File: config.mk
export PLATFORM = sky130hd
export DESIGN_NAME = motor_move_ramp_controller
export DESIGN_NICKNAME = d
export VERILOG_FILES = /design/src/hw/rtl/mmrc_pkg.sv /design/src/hw/rtl/mmrc_divider.sv /design/src/hw/rtl/motor_move_ramp_controller.sv
export VERILOG_INCLUDE_DIRS = /design/src /design/src/hw/rtl
export SDC_FILE = /design/constraint.sdc
export NUM_CORES = 1
export LEC_CHECK = 0
export BUFFER_PORTS_ARGS = -buffer_cell sky130_fd_sc_hd__buf_2
export CELL_PAD_IN_SITES_DETAIL_PLACEMENT = 1
export CELL_PAD_IN_SITES_GLOBAL_PLACEMENT = 1
export CORE_AREA = 2 2 239 241
export CTS_CLUSTER_DIAMETER = 80
export DETAILED_ROUTE_END_ITERATION = 10
export DIE_AREA = 0 0 241 243
export PLACE_DENSITY_LB_ADDON = 0.12
export RECOVER_POWER = 25
export SYNTH_ARGS = -nofsm -noshare
export SYNTH_HDL_FRONTEND = slang
export SYNTH_SLANG_ARGS = --single-unit
File: constraint.sdc
create_clock -name clk_i -period 7.6 [get_ports clk_i]
set_input_delay 1.14 -clock clk_i [delete_from_list [all_inputs] [get_ports clk_i]]
set_output_delay 1.14 -clock clk_i [all_outputs]
set_load 0.02 [all_outputs]
File: src/hw/rtl/motor_move_ramp_controller_defines.svh
// Assertion macros for the motor move ramp controller.
`ifndef MOTOR_MOVE_RAMP_CONTROLLER_DEFINES_SVH
`define MOTOR_MOVE_RAMP_CONTROLLER_DEFINES_SVH

`ifndef SYNTH
`define MMRC_ASSERT(lbl, clk, rst_n, prop, msg) \
  lbl: assert property (@(posedge clk) disable iff (!rst_n) prop) else $error(msg);
`define MMRC_ASSERT_NEXT(lbl, clk, rst_n, ante, cons, msg) \
  lbl: assert property (@(posedge clk) disable iff (!rst_n) (ante) |=> (cons)) else $error(msg);
`else
`define MMRC_ASSERT(lbl, clk, rst_n, prop, msg)
`define MMRC_ASSERT_NEXT(lbl, clk, rst_n, ante, cons, msg)
`endif

`endif

File: src/hw/rtl/mmrc_pkg.sv
`timescale 1ns / 1ps
package mmrc_pkg;

  localparam int POS_WIDTH_DEF   = 16;
  localparam int TIMER_WIDTH_DEF = 16;
  localparam int RPM_NUM_W       = 16;
  localparam int SPEED_W         = 20;
  localparam int CFG_IDX_W       = 3;
  localparam int CFG_DATA_W      = 16;

  // Function codes of an input item
  localparam logic [3:0] FN_EDGE     = 4'd0;
  localparam logic [3:0] FN_TICK     = 4'd1;
  localparam logic [3:0] FN_MOVE     = 4'd2;
  localparam logic [3:0] FN_FASTER   = 4'd3;
  localparam logic [3:0] FN_SLOWER   = 4'd4;
  localparam logic [3:0] FN_STOP_ALL = 4'd5;
  localparam logic [3:0] FN_FORWARD  = 4'd6;
  localparam logic [3:0] FN_REVERSE  = 4'd7;
  localparam logic [3:0] FN_GO       = 4'd8;
  localparam logic [3:0] FN_STOP     = 4'd9;

  // Ramp phase codes
  localparam logic [1:0] RAMP_NONE = 2'd0;
  localparam logic [1:0] RAMP_UP   = 2'd1;
  localparam logic [1:0] RAMP_DOWN = 2'd2;

  // Configuration register indexes
  localparam logic [CFG_IDX_W-1:0] CFG_MIN_DUTY    = 3'd0;
  localparam logic [CFG_IDX_W-1:0] CFG_STOP_WINDOW = 3'd1;
  localparam logic [CFG_IDX_W-1:0] CFG_UP_TICKS    = 3'd2;
  localparam logic [CFG_IDX_W-1:0] CFG_DOWN_TICKS  = 3'd3;
  localparam logic [CFG_IDX_W-1:0] CFG_DUTY_CAP    = 3'd4;
  localparam logic [CFG_IDX_W-1:0] CFG_LED_PERIOD  = 3'd5;
  localparam logic [CFG_IDX_W-1:0] CFG_RPM_NUM     = 3'd6;

  // Configuration reset values
  localparam logic [7:0]           MIN_DUTY_RST    = 8'd52;
  localparam logic [7:0]           STOP_WIN_RST    = 8'd3;
  localparam logic [7:0]           UP_TICKS_RST    = 8'd5;
  localparam logic [7:0]           DOWN_TICKS_RST  = 8'd1;
  localparam logic [7:0]           DUTY_CAP_RST    = 8'd254;
  localparam logic [7:0]           LED_PERIOD_RST  = 8'd24;
  localparam logic [RPM_NUM_W-1:0] RPM_NUM_RST     = 16'd9600;

  localparam logic [7:0]         DUTY_TOP  = 8'd255;
  localparam logic [SPEED_W-1:0] RPM_LIMIT = 20'hFFFFF;

  typedef struct packed {
    logic busy;
    logic done;
  } div_stat_t;

endpackage

File: src/hw/rtl/mmrc_divider.sv
`timescale 1ns / 1ps
module mmrc_divider
  import mmrc_pkg::*;
#(
  parameter int DIV_W = 16
) (
  input  logic             clk_i,
  input  logic             rst_ni,
  input  logic             start_i,
  input  logic [DIV_W-1:0] dividend_i,
  input  logic [DIV_W-1:0] divisor_i,
  output div_stat_t        stat_o,
  output logic [DIV_W-1:0] quot_o,
  output logic [DIV_W-1:0] rem_o
);

  localparam int CntW = $clog2(DIV_W + 1);

  logic [DIV_W-1:0] quot_q, quot_d, dsr_q, dsr_d;
  logic [DIV_W:0]   rem_q, rem_d, shifted, trial;
  logic [CntW-1:0]  cnt_q, cnt_d;
  logic             busy_q, busy_d, done_q, done_d;

  assign shifted = {rem_q[DIV_W-1:0], quot_q[DIV_W-1]};
  assign trial   = shifted - {1'b0, dsr_q};

  always_comb begin
    quot_d = quot_q;
    rem_d  = rem_q;
    dsr_d  = dsr_q;
    cnt_d  = cnt_q;
    busy_d = busy_q;
    done_d = 1'b0;
    priority if (start_i) begin
      quot_d = dividend_i;
      rem_d  = '0;
      dsr_d  = divisor_i;
      cnt_d  = CntW'(DIV_W);
      busy_d = 1'b1;
    end else if (busy_q) begin
      // one quotient bit per cycle, restore on a negative trial
      if (!trial[DIV_W]) begin
        rem_d  = trial;
        quot_d = {quot_q[DIV_W-2:0], 1'b1};
      end else begin
        rem_d  = shifted;
        quot_d = {quot_q[DIV_W-2:0], 1'b0};
      end
      cnt_d = cnt_q - 1'b1;
      if (cnt_q == CntW'(1)) begin
        busy_d = 1'b0;
        done_d = 1'b1;
      end
    end
  end

  always_ff @(posedge clk_i or negedge rst_ni) begin
    if (!rst_ni) begin
      cnt_q  <= '0;
      busy_q <= 1'b0;
      done_q <= 1'b0;
    end else begin
      cnt_q  <= cnt_d;
      busy_q <= busy_d;
      done_q <= done_d;
    end
  end

  always_ff @(posedge clk_i) begin
    quot_q <= quot_d;
    rem_q  <= rem_d;
    dsr_q  <= dsr_d;
  end

  assign stat_o.busy = busy_q;
  assign stat_o.done = done_q;
  assign quot_o      = quot_q;
  assign rem_o       = rem_q[DIV_W-1:0];

endmodule

File: src/hw/rtl/motor_move_ramp_controller.sv
`timescale 1ns / 1ps
`include "motor_move_ramp_controller_defines.svh"
// Channel  | Direction | Handshake                 | Payload
// input    | in        | in_valid_i / in_ready_o   | func, move_amount, move_direction, edge_time
// result   | out       | out_valid_o / out_ready_i | duty, enable, direction, led, position,
//          |           |                           | goal, rpm, ramp phase
// config   | in        | cfg_we_i (no wait)        | cfg_idx_i, cfg_wdata_i
//
// One item at a time; in_ready_o is high only while the sequencer is idle.
// A tick or command passes through the execute and window steps, then the rpm division when the edge
// period is increasing, then the output step; a tach edge adds an LED modulo division before that. DIV_W is
// the largest of POSITION_WIDTH, TIMER_WIDTH and 16, one radix-2 quotient bit a cycle.
// A waiting result does not block the next acceptance; that item holds at its end.
// Reset puts all configuration registers and controller state to their defaults.
module motor_move_ramp_controller
  import mmrc_pkg::*;
#(
  parameter int POSITION_WIDTH = POS_WIDTH_DEF,
  parameter int TIMER_WIDTH    = TIMER_WIDTH_DEF
) (
  input  logic                             clk_i,
  input  logic                             rst_ni,
  input  logic                             in_valid_i,
  output logic                             in_ready_o,
  input  logic [3:0]                       func_i,
  input  logic signed [15:0]               move_amount_i,
  input  logic                             move_direction_i,
  input  logic [TIMER_WIDTH-1:0]           edge_time_i,
  output logic                             out_valid_o,
  input  logic                             out_ready_i,
  output logic [7:0]                       pwm_duty_o,
  output logic                             drive_enable_o,
  output logic                             drive_forward_o,
  output logic                             led_level_o,
  output logic signed [POSITION_WIDTH-1:0] position_o,
  output logic signed [POSITION_WIDTH-1:0] goal_position_o,
  output logic [SPEED_W-1:0]               speed_rpm_o,
  output logic [1:0]                       ramp_phase_o,
  input  logic                             cfg_we_i,
  input  logic [CFG_IDX_W-1:0]             cfg_idx_i,
  input  logic [CFG_DATA_W-1:0]            cfg_wdata_i
);

  localparam int PW    = POSITION_WIDTH;
  localparam int TW    = TIMER_WIDTH;
  localparam int DivW0 = (PW > TW) ? PW : TW;
  localparam int DivW  = (DivW0 > RPM_NUM_W) ? DivW0 : RPM_NUM_W;

  typedef enum logic [5:0] {
    S_IDLE     = 6'b000001,
    S_EXEC     = 6'b000010,
    S_WINDOW   = 6'b000100,
    S_LED_WAIT = 6'b001000,
    S_RPM_WAIT = 6'b010000,
    S_OUT      = 6'b100000
  } state_e;

  state_e state_q, state_d;

  // configuration
  logic [7:0]           min_duty_q, stop_win_q, up_ticks_q, down_ticks_q;
  logic [7:0]           duty_cap_q, led_period_q;
  logic [RPM_NUM_W-1:0] rpm_num_q;

  // controller state
  logic [7:0]    duty_q, duty_d, ramp_goal_q, ramp_goal_d, tick_q, tick_d;
  logic          en_q, en_d, fwd_q, fwd_d, led_q, led_d, rpm_on_q, rpm_on_d;
  logic [1:0]    ramp_q, ramp_d;
  logic [PW-1:0] pos_q, pos_d, tgt_q, tgt_d;
  logic [TW-1:0] prev_t_q, prev_t_d, last_t_q, last_t_d;

  // latched item
  logic [3:0]         func_q;
  logic signed [15:0] amount_q;
  logic               dir_q;
  logic [TW-1:0]      etime_q;

  // result register
  logic               out_valid_q, out_valid_d, out_load;
  logic [7:0]         out_duty_q;
  logic               out_en_q, out_fwd_q, out_led_q;
  logic [PW-1:0]      out_pos_q, out_tgt_q;
  logic [SPEED_W-1:0] out_speed_q, speed_val;
  logic [1:0]         out_ramp_q;

  // divider
  logic            div_start;
  logic [DivW-1:0] div_dividend, div_divisor, div_quot, div_rem;
  div_stat_t       div_stat;

  // datapath helpers
  logic signed [15:0] amt_adj, amt_div;
  logic signed [17:0] goal_sum;
  logic [7:0]         move_goal, tick_per, tick_next, duty_base, duty_fast, duty_inc;
  logic [PW:0]        dist_diff, dist_abs;
  logic [PW-1:0]      pos_mag;
  logic [7:0]         led_per;
  logic               rpm_go, led_sel;
  logic [21:0]        quot22, speed_prod;

  assign in_ready_o = (state_q == S_IDLE);

  // move goal: amount / 16 toward zero, offset by the minimum duty
  always_comb begin
    amt_adj  = amount_q + (amount_q[15] ? 16'sd15 : 16'sd0);
    amt_div  = amt_adj >>> 4;
    goal_sum = 18'(amt_div) + $signed(18'(min_duty_q));
    if (goal_sum > 18'sd255) begin
      move_goal = duty_cap_q;
    end else begin
      move_goal = goal_sum[7:0];
      if (move_goal == DUTY_TOP) begin
        move_goal = duty_cap_q;
      end
    end
  end

  always_comb begin
    tick_per  = (ramp_q == RAMP_UP) ? up_ticks_q : down_ticks_q;
    if (tick_per == 8'd0) begin
      tick_per = 8'd1;
    end
    tick_next = tick_q + 8'd1;
    duty_inc  = (duty_q < ramp_goal_q) ? duty_q + 8'd1 : duty_q;
    duty_base = (duty_q < min_duty_q) ? min_duty_q : duty_q;
    duty_fast = (duty_base == DUTY_TOP) ? DUTY_TOP : duty_base + 8'd1;
  end

  always_comb begin
    dist_diff = {pos_q[PW-1], pos_q} - {tgt_q[PW-1], tgt_q};
    dist_abs  = dist_diff[PW] ? (~dist_diff + 1'b1) : dist_diff;
    pos_mag   = pos_q[PW-1] ? (~pos_q + 1'b1) : pos_q;
    led_per   = (led_period_q == 8'd0) ? 8'd1 : led_period_q;
    rpm_go    = (last_t_q > prev_t_q);
  end

  // divider operands: LED modulo on a tach edge, then the rpm quotient
  always_comb begin
    led_sel = (state_q == S_WINDOW) && (func_q == FN_EDGE);
    if (led_sel) begin
      div_dividend = DivW'(pos_mag);
      div_divisor  = DivW'(led_per);
    end else begin
      div_dividend = DivW'(rpm_num_q);
      div_divisor  = DivW'(last_t_q - prev_t_q);
    end
  end

  always_comb begin
    state_d     = state_q;
    duty_d      = duty_q;
    en_d        = en_q;
    fwd_d       = fwd_q;
    led_d       = led_q;
    ramp_d      = ramp_q;
    ramp_goal_d = ramp_goal_q;
    tick_d      = tick_q;
    pos_d       = pos_q;
    tgt_d       = tgt_q;
    prev_t_d    = prev_t_q;
    last_t_d    = last_t_q;
    rpm_on_d    = rpm_on_q;
    div_start   = 1'b0;
    out_load    = 1'b0;
    unique case (state_q)
      S_IDLE: begin
        if (in_valid_i) begin
          state_d = S_EXEC;
        end
      end
      S_EXEC: begin
        state_d = S_WINDOW;
        unique case (func_q)
          FN_EDGE: begin
            pos_d    = fwd_q ? pos_q + 1'b1 : pos_q - 1'b1;
            prev_t_d = last_t_q;
            last_t_d = etime_q;
          end
          FN_TICK: begin
            if (ramp_q == RAMP_UP || ramp_q == RAMP_DOWN) begin
              if (tick_next < tick_per) begin
                tick_d = tick_next;
              end else begin
                tick_d = 8'd0;
                if (ramp_q == RAMP_UP) begin
                  duty_d = duty_inc;
                  if (duty_inc >= ramp_goal_q) begin
                    ramp_d = RAMP_NONE;
                  end
                end else if (duty_q > min_duty_q) begin
                  duty_d = duty_q - 8'd1;
                end else begin
                  en_d   = 1'b0;
                  ramp_d = RAMP_NONE;
                end
              end
            end
          end
          FN_MOVE: begin
            pos_d  = '0;
            tgt_d  = PW'(amount_q);
            fwd_d  = dir_q;
            en_d   = 1'b1;
            ramp_d = RAMP_NONE;
            // a goal below the minimum duty leaves the duty alone
            if (move_goal >= min_duty_q) begin
              duty_d      = min_duty_q;
              ramp_goal_d = move_goal;
              tick_d      = 8'd0;
              if (min_duty_q < move_goal) begin
                ramp_d = RAMP_UP;
              end
            end
          end
          FN_FASTER: begin
            duty_d = duty_fast;
            if (ramp_q == RAMP_UP && duty_fast >= ramp_goal_q) begin
              ramp_d = RAMP_NONE;
            end
          end
          FN_SLOWER: begin
            duty_d = (duty_q <= min_duty_q) ? min_duty_q : duty_q - 8'd1;
          end
          FN_STOP_ALL: begin
            duty_d = min_duty_q;
            en_d   = 1'b0;
            ramp_d = RAMP_NONE;
          end
          FN_FORWARD: fwd_d = 1'b1;
          FN_REVERSE: fwd_d = 1'b0;
          FN_GO: begin
            tgt_d = {1'b0, {(PW-1){1'b1}}};
            en_d  = 1'b1;
          end
          FN_STOP: begin
            en_d   = 1'b0;
            ramp_d = RAMP_NONE;
          end
          default: ;
        endcase
      end
      S_WINDOW: begin
        if (en_q && ramp_q == RAMP_NONE && dist_abs <= (PW+1)'(stop_win_q)) begin
          if (duty_q < min_duty_q) begin
            en_d = 1'b0;
          end else begin
            ramp_d = RAMP_DOWN;
            tick_d = 8'd0;
          end
        end
        if (led_sel) begin
          div_start = 1'b1;
          state_d   = S_LED_WAIT;
        end else begin
          div_start = rpm_go;
          rpm_on_d  = rpm_go;
          state_d   = rpm_go ? S_RPM_WAIT : S_OUT;
        end
      end
      S_LED_WAIT: begin
        if (div_stat.done) begin
          if (div_rem == '0) begin
            led_d = ~led_q;
          end
          div_start = rpm_go;
          rpm_on_d  = rpm_go;
          state_d   = rpm_go ? S_RPM_WAIT : S_OUT;
        end
      end
      S_RPM_WAIT: begin
        if (div_stat.done) begin
          state_d = S_OUT;
        end
      end
      S_OUT: begin
        // hold until the result register is free
        if (!out_valid_q || out_ready_i) begin
          out_load = 1'b1;
          state_d  = S_IDLE;
        end
      end
      default: state_d = S_IDLE;
    endcase
  end

  // quotient times 60, saturate
  always_comb begin
    quot22     = 22'(div_quot[RPM_NUM_W-1:0]);
    speed_prod = (quot22 << 6) - (quot22 << 2);
    if (!rpm_on_q) begin
      speed_val = '0;
    end else if (speed_prod > 22'(RPM_LIMIT)) begin
      speed_val = RPM_LIMIT;
    end else begin
      speed_val = speed_prod[SPEED_W-1:0];
    end
  end

  always_comb begin
    out_valid_d = out_valid_q & ~out_ready_i;
    if (out_load) begin
      out_valid_d = 1'b1;
    end
  end

  always_ff @(posedge clk_i or negedge rst_ni) begin
    if (!rst_ni) begin
      min_duty_q   <= MIN_DUTY_RST;
      stop_win_q   <= STOP_WIN_RST;
      up_ticks_q   <= UP_TICKS_RST;
      down_ticks_q <= DOWN_TICKS_RST;
      duty_cap_q   <= DUTY_CAP_RST;
      led_period_q <= LED_PERIOD_RST;
      rpm_num_q    <= RPM_NUM_RST;
    end else if (cfg_we_i) begin
      unique case (cfg_idx_i)
        CFG_MIN_DUTY:    min_duty_q   <= cfg_wdata_i[7:0];
        CFG_STOP_WINDOW: stop_win_q   <= cfg_wdata_i[7:0];
        CFG_UP_TICKS:    up_ticks_q   <= cfg_wdata_i[7:0];
        CFG_DOWN_TICKS:  down_ticks_q <= cfg_wdata_i[7:0];
        CFG_DUTY_CAP:    duty_cap_q   <= cfg_wdata_i[7:0];
        CFG_LED_PERIOD:  led_period_q <= cfg_wdata_i[7:0];
        CFG_RPM_NUM:     rpm_num_q    <= cfg_wdata_i[RPM_NUM_W-1:0];
        default: ;
      endcase
    end
  end

  always_ff @(posedge clk_i or negedge rst_ni) begin
    if (!rst_ni) begin
      state_q     <= S_IDLE;
      duty_q      <= MIN_DUTY_RST;
      en_q        <= 1'b0;
      fwd_q       <= 1'b1;
      led_q       <= 1'b0;
      ramp_q      <= RAMP_NONE;
      ramp_goal_q <= 8'd0;
      tick_q      <= 8'd0;
      pos_q       <= '0;
      tgt_q       <= '0;
      prev_t_q    <= '0;
      last_t_q    <= '0;
      rpm_on_q    <= 1'b0;
      out_valid_q <= 1'b0;
    end else begin
      state_q     <= state_d;
      duty_q      <= duty_d;
      en_q        <= en_d;
      fwd_q       <= fwd_d;
      led_q       <= led_d;
      ramp_q      <= ramp_d;
      ramp_goal_q <= ramp_goal_d;
      tick_q      <= tick_d;
      pos_q       <= pos_d;
      tgt_q       <= tgt_d;
      prev_t_q    <= prev_t_d;
      last_t_q    <= last_t_d;
      rpm_on_q    <= rpm_on_d;
      out_valid_q <= out_valid_d;
    end
  end

  always_ff @(posedge clk_i) begin
    if (in_valid_i && in_ready_o) begin
      func_q   <= func_i;
      amount_q <= move_amount_i;
      dir_q    <= move_direction_i;
      etime_q  <= edge_time_i;
    end
    if (out_load) begin
      out_duty_q  <= duty_q;
      out_en_q    <= en_q;
      out_fwd_q   <= fwd_q;
      out_led_q   <= led_q;
      out_pos_q   <= pos_q;
      out_tgt_q   <= tgt_q;
      out_speed_q <= speed_val;
      out_ramp_q  <= ramp_q;
    end
  end

  mmrc_divider #(
    .DIV_W(DivW)
  ) u_divider (
    .clk_i      (clk_i),
    .rst_ni     (rst_ni),
    .start_i    (div_start),
    .dividend_i (div_dividend),
    .divisor_i  (div_divisor),
    .stat_o     (div_stat),
    .quot_o     (div_quot),
    .rem_o      (div_rem)
  );

  assign out_valid_o     = out_valid_q;
  assign pwm_duty_o      = out_duty_q;
  assign drive_enable_o  = out_en_q;
  assign drive_forward_o = out_fwd_q;
  assign led_level_o     = out_led_q;
  assign position_o      = out_pos_q;
  assign goal_position_o = out_tgt_q;
  assign speed_rpm_o     = out_speed_q;
  assign ramp_phase_o    = out_ramp_q;

  `MMRC_ASSERT(a_div_start_idle, clk_i, rst_ni, div_start |-> !div_stat.busy, "divider restarted while busy")
  `MMRC_ASSERT(a_ramp_enabled, clk_i, rst_ni, (ramp_q != RAMP_NONE) |-> en_q, "ramp active with motor disabled")
  `MMRC_ASSERT(a_ramp_up_below_goal, clk_i, rst_ni, (ramp_q == RAMP_UP) |-> (duty_q < ramp_goal_q), "ramp-up already at goal")
  `MMRC_ASSERT_NEXT(a_led_hold, clk_i, rst_ni, state_q != S_LED_WAIT, $stable(led_q), "LED changed outside modulo step")

endmodule
==> impl_metrics.csv, run 1 <==
group,metric,value,unit
status,status,"complete, but fails checks",
status,violations,"capacitance limit, slew limit",
logic_synthesis,synth_top_area_cell,"edfxtp_1",
logic_synthesis,synth_top_cell_area_share,20.5,%
setup_path,path_class,"reg2reg",
floorplan,rows,87,
clock_tree,cts_resized,0,
logic_synthesis,yosys-top-cells-count,"nand2_1 (207), o21ai_0 (151), ha_1 (150), dfrtp_1 (146), a21oi_1 (141)",
logic_synthesis,ys.flop_type,"dfrtp_1",
grt,grtUsageTotal,20.1,%
pwr,peakVddDrop,0.214,mV
clock_tree,cts_root_buf,"clkbuf_16",
floorplan,die-area,58600,µm²
route,firstDrtPassIters,5,
pwr,pwr-share-comb,50.9,%
timing,setup-tns-final,0,ns
finish,drive_above_1_share,14.2,%
floorplan,die_h,243,µm
logic_synthesis,synthTopCellsByArea,"edfxtp_1 (20%), dfrtp_1 (19%), ha_1 (9.6%)",
placement,dp_hpwl,43200,µm
pwr,p_int,5.57,mW
logic_synthesis,synth_edf_count,133,
timing,slew-limit-headroom,-196,%
floorplan,pin_count,128,
route,avgRoutedWirePerCell,20.0,µm
timing,timing.fmax,0.146,GHz
setup_path,slowest_stage,"o21ai_1",
logic_synthesis,syn-instance-count,1990,
grt,antenna_found_initial,2,
logic_synthesis,synth.avg_cell_area,9.79,µm²
timing,worstMarginPinSlew,4.44,ns
setup_path,crit_path_start_kind,"register",
clock_tree,htreeDepth,2,
pwr,leakagePower,9.54,nW
worst_hold_path,hold_class,"reg2reg",
grt,grt_pass1_wl,92100,µm
route,viasPerCell,5.30,
timing,fin_crit,6.86,ns
grt,grt.overflow.total,0,
placement,port_buffers,127,
logic_synthesis,yosys_warnings,0,
logic_synthesis,async_reset_ff_share,53.6,%
timing,setup_viol,0,
timing,slew_violations,74,
logic_synthesis,syn_nets,2206,
floorplan,start_util,34.8,%
floorplan,core_area,56000,µm²
clock_tree,clk_pin_slew_worst_paths,0.06,ns
route,drtIter0Drc,710,
logic_synthesis,synth.distinct_cells,87,
run,maxCapViolations,1,
finish,fillers,6414,
setup_path,crit_path_end_kind,"register",
clock_tree,cts_setup_buffers,0,
finish,area_growth,14.3,%
pwr,switching_share,42.5,%
setup_path,critPathMostFrequentCell,"a21oi_1",
setup_path,path_max_fanout,15,
clock_tree,clockBufferDepth,3,
route,final_antenna_net_count,0,
clock_tree,cts_tree,"built",
timing,hold_viol_final,0,
timing,finalClockSkew,0.0230,ns
placement,dp_cells,2824,
placement,gp_congestion,0.859,
clock_tree,cts_made_buffers,41,
timing,rsz0062_at_grt,"no",
grt,grt_pass1_vias,15900,
pwr,pwr_density_cell,435,nW/µm²
setup_path,slowest_delay,0.51,ns
pwr,p_switching,4.12,mW
finish,finalNonFillerCells,2901,
route,vias,15400,
grt,grt_max_degree,74,
clock_tree,clkSinkCount,321,
logic_synthesis,synth.most_common_cell,"nand2_1",
logic_synthesis,yosysSeqAreaShare,44.4,%
finish,fin_nets,2327,
pwr,clkPwrFrac,20.2,%
clock_tree,ctsHoldBuffers,0,
logic_synthesis,ys_seq_elements,321,
setup_path,crit_required,8.06,ns
pwr,seq_power_share,28.8,%
floorplan,dieWidth,241,µm
setup_path,arrival,7.32,ns
route,routed_wl,58200,µm
clock_tree,clk_latency,0.58,ns
route,drc,0,
timing,fin_crit_sh,90.2,%
logic_synthesis,syn_area,19500,µm²
-- metrics by stage --
stage	setup slack (ns)	util [%]	power (mW)	instance area, µm²	hold slack, ns
floorplan	1.91	-	6.42	19500	0.415
global placement	1.03	37.5	7.62	21000	0.428
detailed placement	0.812	37.5	7.77	21000	0.428
CTS	0.739	39.9	9.81	22300	0.443
global route	0.0910	39.8	10.6	22300	0.453
finish	0.743	39.8	9.69	22300	0.436
-- power groups by stage --
stage | combinational, mW | sequential, mW | clock [mW]
final | 4.93 | 2.79 | 1.96
after global routing | 5.61 | 2.86 | 2.09
after CTS | 4.98 | 2.81 | 2.02
after detailed placement | 4.94 | 2.83 | 0
after global placement | 4.80 | 2.82 | 0
after floorplan | 3.84 | 2.58 | 0
-- path summary, 6_finish.rpt --
path	cells past startpoint	startpoint	slack, ns	end
worst max-delay path	28	amount_q[15]	0.74	duty_q[3]
worst min-delay path	2	etime_q[10]	0.44	last_t_q[10]
worst max register to register	28	amount_q[15]	0.74	duty_q[3]
worst min register to register	2	etime_q[10]	0.44	last_t_q[10]
max in group asynchronous	1	rst_ni	2.95	duty_cap_q[0]
min in group asynchronous	1	rst_ni	2.13	last_t_q[13]
-- registers in the layout, indices dropped and copies added (netlist names), 16 cells and up --
register	flops
last_t_q	16
rpm_num_q	16
tgt_q	16
prev_t_q	16
position_o	16
u_divider.dsr_q	16
speed_rpm_o	19
goal_position_o	16
etime_q	16
u_divider.quot_o	16
u_divider.rem_q	16
amount_q	16
pos_q	16
-- cells by family after synthesis --
kind of cell,Yosys count,share of synthesized area (%)
mux,85,4.71
simple gates,574,14.2
buf+inv,203,4.05
flops,321,44.4
xor+xnor,119,5.39
compound gates,532,17.1
fa+ha+maj,156,10.2
-- layer usage --
layer | track usage, % | part of all wire [%]
met1 | 28.2 | 48
met2 | 32.6 | 46
met4 | 4.94 | 2.1
met5 | 0 | 0.040
met3 | 2.84 | 3.3
-- cell usage in the layout, fill, tap and decap left out, drive strengths merged, types with 7 or more instances in the layout --
cell	instances
nand2	207
buf	133
xnor2	88
nand4	21
clkinv	14
and3	11
or4	10
or2	7
nor4	15
nor2b	22
or3	12
inv	138
dfstp	26
mux2i	31
nand3	39
a211oi	14
o211ai	10
and2	7
o31ai	17
dfxtp	16
o21ai	156
dfrtp	146
edfxtp	133
o21a	14
ha	150
nor3	52
a21o	50
clkbuf	64
mux2	54
nor3b	9
a221oi	9
xor2	31
a21oi	142
o21bai	9
a22o	7
a31o	11
nand2b	28
nor2	113
o22ai	39
-- cell type report --
class	instances	area, µm²	area share (%)
inverters	136	510	2.29
well taps	756	946	4.25
flip-flops and latches	321	8650	38.8
clock inverters	24	238	1.07
multi-input cells	1466	10100	45.2
diodes	1	2.50	0.0112
clock buffers	52	1110	4.98
repair buffers	145	746	3.35
-- critical path, delay by kind of cell, from the launching register on --
family / cells / cell delay [ns]
AO/OA/AOI/OAI: 15 / 3.14
AND/OR/NAND/NOR: 7 / 1.14
adder cells (fa/ha/maj): 4 / 1.30
multiplexers: 1 / 0.41
flip-flops: 1 / 0.50
XOR/XNOR: 1 / 0.25
Note: power is estimated with default switching activity, not from simulation.
==> run 2, diff against run 1 <==
--- a/config.mk
+++ b/config.mk
@@ -6,13 +6,14 @@
 export SDC_FILE = /design/constraint.sdc
 export NUM_CORES = 1
 export LEC_CHECK = 0
-export BUFFER_PORTS_ARGS = -buffer_cell sky130_fd_sc_hd__buf_2
+export BUFFER_PORTS_ARGS = -buffer_cell sky130_fd_sc_hd__buf_4
 export CELL_PAD_IN_SITES_DETAIL_PLACEMENT = 1
 export CELL_PAD_IN_SITES_GLOBAL_PLACEMENT = 1
 export CORE_AREA = 2 2 239 241
 export CTS_CLUSTER_DIAMETER = 80
 export DETAILED_ROUTE_END_ITERATION = 10
 export DIE_AREA = 0 0 241 243
+export GPL_ROUTABILITY_DRIVEN = 0
 export PLACE_DENSITY_LB_ADDON = 0.12
 export RECOVER_POWER = 25
 export SYNTH_ARGS = -nofsm -noshare
==> constraint.sdc (replaced) <==
create_clock -name clk_i -period 6.1 [get_ports clk_i]
set_input_delay 0.915 -clock clk_i [delete_from_list [all_inputs] [get_ports clk_i]]
set_output_delay 0.915 -clock clk_i [all_outputs]
set_load 0.02 [all_outputs]
==> run 2 against run 1 <==
Net effect: the flow still finishes with violations (capacitance limit, slew limit); total power is 27% higher; sequential cell count is the same; hold slack better by 0.0041 ns; worst setup slack lost 0.40 ns; critical path type unchanged; largest cell class unchanged; largest power group unchanged.
==> impl_metrics.csv, run 2 (synthesis results as in run 1) <==
group,metric,value,unit
finish,area_growth,17.6,%
run,maxCapViolations,1,
placement,dp_hpwl,44200,µm
setup_path,crit_path_start_kind,"register",
floorplan,die-area,58600,µm²
pwr,peakVddDrop,0.196,mV
setup_path,ff2ff_setup_slack,0.34,ns
floorplan,pin_count,128,
worst_hold_path,hp-start,"etime_q[3]",
timing,worstMarginPinSlew,2.16,ns
timing,fin_crit,5.76,ns
timing,slew-limit-headroom,-43.8,%
finish,drive_above_1_share,16.1,%
route,firstDrtPassIters,5,
route,drtIter0Drc,695,
floorplan,start_util,34.8,%
pwr,pwr_density_cell,535,nW/µm²
floorplan,dieWidth,241,µm
clock_tree,clk_pin_slew_worst_paths,0.06,ns
timing,finalClockSkew,0.0181,ns
route,drc,0,
setup_path,reg2reg_depth,28,
clock_tree,clk_latency,0.57,ns
floorplan,core_area,56000,µm²
worst_hold_path,hold_class,"reg2reg",
status,violations,"capacitance limit, slew limit",
timing,hold_viol_final,0,
pwr,power,12.3,mW
clock_tree,cts_made_buffers,40,
setup_path,crit_required,6.54,ns
clock_tree,cts_tree,"built",
setup_path,r2r_start,"amount_q[15]",
route,routed_wl,59100,µm
route,vias,15500,
finish,largest_register_ffs,19,
pwr,leakagePower,9.80,nW
floorplan,die_h,243,µm
worst_hold_path,min_path_cells,2,
setup_path,path_class,"reg2reg",
route,viasPerCell,5.30,
finish,fillers,6386,
finish,fin_nets,2360,
finish,final_area,22900,µm²
timing,setup-tns-final,0,ns
status,status,"complete, but fails checks",
worst_hold_path,whs_endpoint,"last_t_q[3]",
setup_path,arrival,6.20,ns
grt,grtUsageTotal,20.2,%
setup_path,r2r_end,"tick_q[3]",
grt,grt_max_degree,141,
finish,final_common_cell,"nand2_1",
timing,timing.fmax,0.174,GHz
grt,grt_pass1_wl,92700,µm
setup_path,crit_path_end_kind,"register",
grt,antenna_found_initial,0,
placement,placed_cell_area,21500,µm²
route,final_antenna_net_count,0,
setup_path,path_max_fanout,8,
timing,fin_crit_sh,94.5,%
clock_tree,cts_root_buf,"clkbuf_16",
grt,grt.overflow.total,0,
finish,final_cell_mix,"nand2_1 (207), ha_1 (149), dfrtp_1 (146)",
clock_tree,htreeDepth,2,
clock_tree,clkSinkCount,321,
setup_path,slowest_delay,0.41,ns
clock_tree,clockBufferDepth,3,
timing,setup_viol,0,
floorplan,rows,87,
placement,port_buffers,127,
timing,slew_violations,33,
clock_tree,ctsHoldBuffers,0,
grt,grt_pass1_vias,16100,
route,avgRoutedWirePerCell,20.2,µm
setup_path,slowest_stage,"edfxtp_1",
run 2: report_power, final:
| group | switching (mW) | leakage, nW | internal, mW | total, mW |
|---|---|---|---|---|
| combinational | 3.71 | 5.60 | 2.74 | 6.46 |
| sequential | 0.482 | 3.53 | 2.90 | 3.38 |
| clock | 0.982 | 0.659 | 1.44 | 2.42 |
| total | 5.18 | 9.80 | 7.08 | 12.3 |
run 2: metal layers:
metal	up-vias	GRT usage, %	share of wire (%)
met5	-	0	0
met4	0	5.23	2.3
met3	85	2.47	2.8
met2	211	33.2	47
met1	7718	28.1	48
li1	7521	-	-
run 2: stage by stage:
stage,setup WS [ns],std cells,utilization [%],hold WS (ns)
2_1_floorplan,0.407,1990,-,0.415
3_3_place_gp,0.0632,2852,38.4,0.426
3_5_place_dp,-0.250,2852,38.4,0.431
4_1_cts,0.0484,2926,40.9,0.236
5_1_grt,-0.00637,2932,41.0,0.461
6_report,0.338,2933,41.0,0.441
run 2: critical path, delay by kind of cell (launching register included):
family	cells	cell delay, ns
xor gates and xnor gates	1	0.15
adders and majority gates	4	1.28
DFF	1	0.41
and+or+nand+nor	6	1.14
muxes	1	0.26
buffers and inverters	3	0.49
AOI/OAI and AO/OA	13	1.88
run 2: worst max path at each step:
| stage | depth (start not counted) | slack, ns | from | endpoint |
|---|---|---|---|---|
| CTS | 29 | 0.05 | amount_q[15] | duty_q[4] |
| finish | 28 | 0.34 | amount_q[15] | tick_q[3] |
| floorplan | 28 | 0.41 | amount_q[15] | tick_q[3] |
| global placement | 27 | 0.06 | amount_q[15] | tick_q[6] |
| detailed placement | 28 | -0.25 | amount_q[15] | tick_q[1] |
| global route | 31 | -0.006 | amount_q[1] | duty_q[7] |
run 2: final cells by class:
class	count	area, µm²	share of cell area [%]
Timing Repair Buffer	179	1280	5.58
Clock inverter	19	170	0.742
Inverter	136	510	2.23
Antenna cell	1	2.50	0.0109
Sequential cell	321	8650	37.7
Tap cell	756	946	4.13
Multi-Input combinational cell	1466	10200	44.5
Clock buffer	55	1170	5.11
run 2: timing repair:
action	CTS	global route
pin swaps	0	12
buffers inserted	0	5
setup endpoints to repair	16	24
gates resized for setup	3	28
cloned	0	1
